--- src/hw/rtl/arow_online_classifier_unit_macros.svh ---
// ----------------------------------------------------------------------------
// AROW classifier assertion macros
// Shared concurrent assertion forms used by the RTL files.
// ----------------------------------------------------------------------------
`ifndef AROW_ONLINE_CLASSIFIER_UNIT_MACROS_SVH
`define AROW_ONLINE_CLASSIFIER_UNIT_MACROS_SVH

// same-cycle implication, disabled while reset is asserted
`define AROW_ASSERT_NOW(label, clk, rst_n, ante, cons) \
  label: assert property (@(posedge clk) disable iff (!rst_n) (ante) |-> (cons)) \
    else $error("arow assertion failed");

// next-cycle implication, disabled while reset is asserted
`define AROW_ASSERT_NEXT(label, clk, rst_n, ante, cons) \
  label: assert property (@(posedge clk) disable iff (!rst_n) (ante) |=> (cons)) \
    else $error("arow assertion failed");

`endif

--- src/hw/rtl/arow_pkg.sv ---
// ----------------------------------------------------------------------------
// AROW classifier package
// Shared widths, sequencer states and controller/datapath interface types.
// ----------------------------------------------------------------------------
`default_nettype none

package arow_pkg;

  localparam int DATA_W = 32;
  localparam int IDX_W  = 7;
  localparam int CNT_W  = 32;
  localparam logic [DATA_W-1:0] REG_RESET = 32'd65536;

  typedef enum logic [5:0] {
    ST_CLEAR,
    ST_IDLE,
    ST_CHECK,
    ST_M_RDBUF,
    ST_M_RDW,
    ST_M_MUL,
    ST_M_ACC,
    ST_M_DONE,
    ST_LOSS,
    ST_LCHK,
    ST_X_RDBUF,
    ST_X_RDC,
    ST_X_MUL,
    ST_X_ACC,
    ST_X_WR,
    ST_Q_RDBUF,
    ST_Q_RDS,
    ST_Q_MUL,
    ST_Q_ACC,
    ST_Q_DONE,
    ST_DIVSTART,
    ST_DIVCHK,
    ST_DIV,
    ST_BETA,
    ST_A_MUL,
    ST_A_SAT,
    ST_W_RD,
    ST_W_MUL,
    ST_W_WR,
    ST_C_RDI,
    ST_C_LATI,
    ST_C_RDJ,
    ST_C_MUL1,
    ST_C_SAT,
    ST_C_MUL2,
    ST_C_WR,
    ST_FIN
  } arow_state_t;

  typedef struct packed {
    arow_state_t op;
    logic        in_take;
    logic        load_out;
  } arow_cmd_t;

  typedef struct packed {
    logic nz;
    logic e_last;
    logic i_last;
    logic j_last;
    logic loss_pos;
    logic den_pos;
    logic div_done;
  } arow_stat_t;

endpackage

`default_nettype wire

--- src/hw/rtl/arow_ctrl.sv ---
// ----------------------------------------------------------------------------
// AROW controller
// Sequencer for the clearing pass, the per-example loops and the result stage.
// ----------------------------------------------------------------------------
`default_nettype none

`include "arow_online_classifier_unit_macros.svh"

module arow_ctrl (
  input  wire logic                 clk,
  input  wire logic                 rst_n,
  input  wire logic                 in_valid,
  input  wire logic                 in_last_feature,
  output logic                      in_stall,
  output logic                      out_valid,
  input  wire logic                 out_stall,
  input  wire arow_pkg::arow_stat_t st,
  output arow_pkg::arow_cmd_t       cmd
);

  import arow_pkg::*;

  arow_state_t state_r, state_nxt;
  logic        out_valid_r, out_valid_nxt;

  always_comb begin
    state_nxt = state_r;
    case (state_r)
      ST_CLEAR:    if (st.i_last && st.j_last) state_nxt = ST_IDLE;
      ST_IDLE:     if (in_valid && in_last_feature) state_nxt = ST_CHECK;
      ST_CHECK:    state_nxt = st.nz ? ST_M_RDBUF : ST_FIN;
      ST_M_RDBUF:  state_nxt = ST_M_RDW;
      ST_M_RDW:    state_nxt = ST_M_MUL;
      ST_M_MUL:    state_nxt = ST_M_ACC;
      ST_M_ACC:    state_nxt = st.e_last ? ST_M_DONE : ST_M_RDBUF;
      ST_M_DONE:   state_nxt = ST_LOSS;
      ST_LOSS:     state_nxt = ST_LCHK;
      ST_LCHK:     state_nxt = st.loss_pos ? ST_X_RDBUF : ST_FIN;
      ST_X_RDBUF:  state_nxt = ST_X_RDC;
      ST_X_RDC:    state_nxt = ST_X_MUL;
      ST_X_MUL:    state_nxt = ST_X_ACC;
      ST_X_ACC:    state_nxt = st.e_last ? ST_X_WR : ST_X_RDBUF;
      ST_X_WR:     state_nxt = st.i_last ? ST_Q_RDBUF : ST_X_RDBUF;
      ST_Q_RDBUF:  state_nxt = ST_Q_RDS;
      ST_Q_RDS:    state_nxt = ST_Q_MUL;
      ST_Q_MUL:    state_nxt = ST_Q_ACC;
      ST_Q_ACC:    state_nxt = st.e_last ? ST_Q_DONE : ST_Q_RDBUF;
      ST_Q_DONE:   state_nxt = ST_DIVSTART;
      ST_DIVSTART: state_nxt = ST_DIVCHK;
      ST_DIVCHK:   state_nxt = st.den_pos ? ST_DIV : ST_BETA;
      ST_DIV:      if (st.div_done) state_nxt = ST_BETA;
      ST_BETA:     state_nxt = ST_A_MUL;
      ST_A_MUL:    state_nxt = ST_A_SAT;
      ST_A_SAT:    state_nxt = ST_W_RD;
      ST_W_RD:     state_nxt = ST_W_MUL;
      ST_W_MUL:    state_nxt = ST_W_WR;
      ST_W_WR:     state_nxt = st.i_last ? ST_C_RDI : ST_W_RD;
      ST_C_RDI:    state_nxt = ST_C_LATI;
      ST_C_LATI:   state_nxt = ST_C_RDJ;
      ST_C_RDJ:    state_nxt = ST_C_MUL1;
      ST_C_MUL1:   state_nxt = ST_C_SAT;
      ST_C_SAT:    state_nxt = ST_C_MUL2;
      ST_C_MUL2:   state_nxt = ST_C_WR;
      ST_C_WR: begin
        if (!st.j_last) state_nxt = ST_C_RDJ;
        else if (!st.i_last) state_nxt = ST_C_RDI;
        else state_nxt = ST_FIN;
      end
      ST_FIN:      if (!out_valid_r || !out_stall) state_nxt = ST_IDLE;
      default:     state_nxt = ST_IDLE;
    endcase
  end

  always_comb begin
    cmd.op       = state_r;
    cmd.in_take  = (state_r == ST_IDLE) && in_valid;
    cmd.load_out = (state_r == ST_FIN) && (!out_valid_r || !out_stall);
    in_stall     = (state_r != ST_IDLE);
    out_valid    = out_valid_r;
    // a fresh load wins over the drain of the previous result
    if (cmd.load_out) begin
      out_valid_nxt = 1'b1;
    end else if (out_valid_r && !out_stall) begin
      out_valid_nxt = 1'b0;
    end else begin
      out_valid_nxt = out_valid_r;
    end
  end

  always_ff @(posedge clk) begin
    if (!rst_n) begin
      state_r     <= ST_CLEAR;
      out_valid_r <= 1'b0;
    end else begin
      state_r     <= state_nxt;
      out_valid_r <= out_valid_nxt;
    end
  end

  `AROW_ASSERT_NOW(a_load_free, clk, rst_n, cmd.load_out, !out_valid_r || !out_stall)
  `AROW_ASSERT_NEXT(a_last_check, clk, rst_n, cmd.in_take && in_last_feature, state_r == ST_CHECK)
  `AROW_ASSERT_NEXT(a_load_valid, clk, rst_n, cmd.load_out, out_valid_r)

endmodule

`default_nettype wire

--- config.mk ---
export PLATFORM = sky130hd
export DESIGN_NAME = arow_ctrl
export DESIGN_NICKNAME = d
export VERILOG_FILES = /design/src/hw/rtl/arow_pkg.sv /design/src/hw/rtl/arow_ctrl.sv
export VERILOG_INCLUDE_DIRS = /design/src /design/src/hw/rtl
export SDC_FILE = /design/constraint.sdc
export NUM_CORES = 1
export LEC_CHECK = 0
export BUFFER_PORTS_ARGS = -buffer_cell sky130_fd_sc_hd__buf_2
export CAP_MARGIN = 20
export CORE_UTILIZATION = 25
export CTS_BUF_LIST = sky130_fd_sc_hd__clkbuf_4
export CTS_CLUSTER_SIZE = 25
export DETAILED_ROUTE_END_ITERATION = 10
export HOLD_SLACK_MARGIN = 0.12
export SYNTH_ARGS = -nofsm -noshare
export SYNTH_HDL_FRONTEND = slang
export SYNTH_SLANG_ARGS = --single-unit
--- constraint.sdc ---
create_clock -name clk -period 1.9 [get_ports clk]
set_input_delay 0.475 -clock clk [delete_from_list [all_inputs] [get_ports clk]]
set_output_delay 0.475 -clock clk [all_outputs]
set_load 0.005 [all_outputs]
==> qor.yml <==
timing.hold.ws_ns: 0.5056
p_leak_nw: 0.4840
min_to: "out_valid$_SDFFE_PN0P_"
htree_levels: 1
cts_sinks: 7
min_from: "out_valid$_SDFFE_PN0P_"
dp_hpwl_um: 2025
synth_top_family_by_area: "simple AND/OR/NAND/NOR gates"
cts_tree: "yes"
clk_latency_ns: 0.26
rsz0062_at_grt: "false"
critPathMaxStageDelay_ns: 0.50
synth_nets: 133
synth_warnings: 0
yosysTopAreaCell: "dfxtp_1"
critPathTopFamily: "flip-flops"
area_growth_pct: 24.83
dr.pass1.iters: 4
ys_ff_latch: 7
outcome: "completed"
grt_pass1_vias: 907
grt_max_degree: 21
synthMuxAreaShare_pct: 0
ctsLongestPathBuffers: 2
viasPerCell: 5.387
synth_compound_area_share_pct: 30.45
num-fill-cells: 377
vias: 1045
drc: 0
arrival_ns: 1.34
path_clk_slew_ns: 0.06
final_max_slew_viol_count: 0
grt_overflow: 0
fp.dieH_um: 62.40
crit_buf_inv: 1
antenna_found_initial: 0
hold_viol_final: 0
synthXorXnorAreaFrac_pct: 0.9602
cts_root_buffer: "clkbuf_4"
min_path_cells: 2
worstSetupEndpointType: "primary output"
min_period_ns: 1.817
max_clock_freq_ghz: 0.5503
grt_usage_pct: 13.90
ir_worst_vdd_mv: 0.1686
critPathSlowestCell: "dfxtp_2"
worstMarginPinSlew_ns: 0.5319
synth_top_area_share_pct: 15.36
crit_type: "reg -> out"
io_buffers: 21
die_w_um: 62.40
synthesis.area_um2: 912.1
worstHoldPathType: "reg -> reg"
post_synth.cell_area_avg_um2: 7.538
wl_um: 2664
slew_headroom_pct: 64.04
ant_nets: 0
yosys.area_share.simple_pct: 41.02
cts_buffers: 3
core_area_um2: 3416
dieArea_um2: 3894
num_io_pins: 22
postSynthCellCount: 121
synth_edf_count: 0
globalplace.congestion: 0.8738
synth_area_leaders: "dfxtp_1 (15%), buf_6 (6.2%), nand2_1 (4.5%)"
start_util_pct: 26.70
grt_pass1_wl_um: 4278
worst_setup_path_start_kind: "register"
layout-drive-gt1-share_pct: 34.46
synth-adder-area-share_pct: 0
r2r_setup_slack_ns: 0.24
async_flop_share_pct: 0
drt_iter0_drc: 86
worstReg2RegEnd: "state_r[3]$_SDFFE_PN0P_"
ys.flop_type: "dfxtp_1"
synth-seq-area-share_pct: 15.36
required_ns: 1.42
crit_chain: "and2b_2, nand3_1, a21oi_1, buf_2"
finClkSkew_ns: 0.007510
yosys.cell_types.count: 46
p_per_area_nw_per_um2: 329.0
tns_ns: 0
reg2reg_from: "state_r[5]$_SDFFE_PN0P_"
antennaDiodeCount: 0
wl_per_cell_um: 13.73
max-cap-violations: 0
final-setup-viol-count: 0
period_share_pct: 95.64
nNetsFinal: 161
rr_worst_depth: 6
ctsHoldBuffers: 0
rows: 21
crit_fanout: 16
==> worst max path at each step <==
stage | startpoint | endpoint | slack (ns) | depth (start not counted)
floorplan | state_r[1]$_SDFFE_PN0P_ | state_r[1]$_SDFFE_PN0P_ | 0.40 | 6
global placement | state_r[3]$_SDFFE_PN0P_ | state_r[3]$_SDFFE_PN0P_ | 0.11 | 5
detailed placement | st[5] | state_r[2]$_SDFFE_PN0P_ | 0.17 | 6
CTS | state_r[4]$_SDFFE_PN0P_ | cmd[1] | 0.003 | 4
global route | state_r[4]$_SDFFE_PN0P_ | cmd[0] | 0.009 | 5
finish | state_r[3]$_SDFFE_PN0P_ | cmd[0] | 0.08 | 4
==> per-layer routing <==
layer / part of all wire, % / vias up / GRT usage [%] / routed length, um
li1: - / 511 / - / -
met1: 47 / 477 / 19.03 / 1241
met2: 43 / 49 / 19.70 / 1144
met3: 8.3 / 8 / 4.197 / 220
met4: 2.2 / 0 / 6.395 / 58
met5: 0 / - / 0 / 0
==> cells in the final DEF (no fill, tap or decap), types with 4 or more instances in the layout <==
cell / Yosys / layout
nor2_1: 6 / 6
o21ai_0: 7 / 7
nor2b_1: 6 / 6
clkbuf_4: 0 / 4
nand2_1: 11 / 11
inv_1: 5 / 5
buf_4: 1 / 13
nor3_1: 5 / 5
nand3_1: 5 / 5
a21oi_1: 4 / 4
buf_2: 5 / 21
==> worst min-delay path: stages (launching register included) <==
cell	delay, ns
dfxtp_1	0.32
nand2_1	0.07
a21boi_0	0.07
==> cells by family (layout without fill, tap and decap cells) <==
logic type,after synthesis,count (layout)
flip-flops,7,7
AND/OR/NAND/NOR,57,57
buffers and inverters,17,44
XOR/XNOR,1,1
AO/OA/AOI/OAI,39,39
==> cell usage after synthesis (2+ instances only) <==
cell type / n
a21oi_1: 4
a22o_1: 3
a22oi_1: 2
a311o_1: 2
a31oi_1: 3
and2b_1: 3
buf_2: 5
buf_6: 5
dfxtp_1: 7
inv_1: 5
nand2_1: 11
nand2b_1: 3
nand2b_4: 2
nand3_1: 5
nand4_1: 2
nor2_1: 6
nor2b_1: 6
nor3_1: 5
nor3b_1: 2
nor4b_1: 3
o211ai_1: 2
o21a_1: 3
o21ai_0: 7
o22ai_1: 3
==> report_power, final <==
group / leakage (nW) / total, W / internal (W) / switching [W]
registers: 0.0588 / 0.000153 / 0.000148 / 0.00000562
clock network: 0.0184 / 0.000156 / 0.0000948 / 0.0000615
logic: 0.407 / 0.0000651 / 0.0000325 / 0.0000326
total: 0.484 / 0.000375 / 0.000275 / 0.0000997
==> metrics by stage <==
| step | power [W] | setup slack [ns] | cell area, um^2 | utilization, % | cells |
|---|---|---|---|---|---|
| after global placement | 0.0002191 | 0.1084 | 1077 | 31.54 | 187 |
| after floorplan | 0.0001908 | 0.4017 | 912.1 | - | 121 |
| final | 0.0003746 | 0.08276 | 1139 | 33.33 | 194 |
| after detailed placement | 0.0002188 | 0.1728 | 1077 | 31.54 | 187 |
| after global routing | 0.0003977 | 0.009488 | 1139 | 33.33 | 194 |
| after CTS | 0.0003774 | 0.002700 | 1111 | 32.53 | 191 |
==> layout make-up <==
type                    count  area, um^2  share of cell area (%)
flip-flops and latches      7       147.6                   12.97
multi-input cells          97       661.9                   58.13
inverters                   5       18.77                   1.648
repair buffers             35       222.7                   19.56
clock buffers               4       30.03                   2.637
well taps                  46       57.56                   5.055
==> state kept, by name, indices dropped and copies added, names as in the netlist <==
signal / cells
state_r: 6
out_valid: 1
==> what timing repair did <==
item | in CTS | in global routing
endpoints found under the setup margin | 3 | 2
setup buffers | 0 | 3
pin swaps | 1 | 2
resized for setup | 3 | 3
Note: power is estimated with default switching activity, not from simulation.
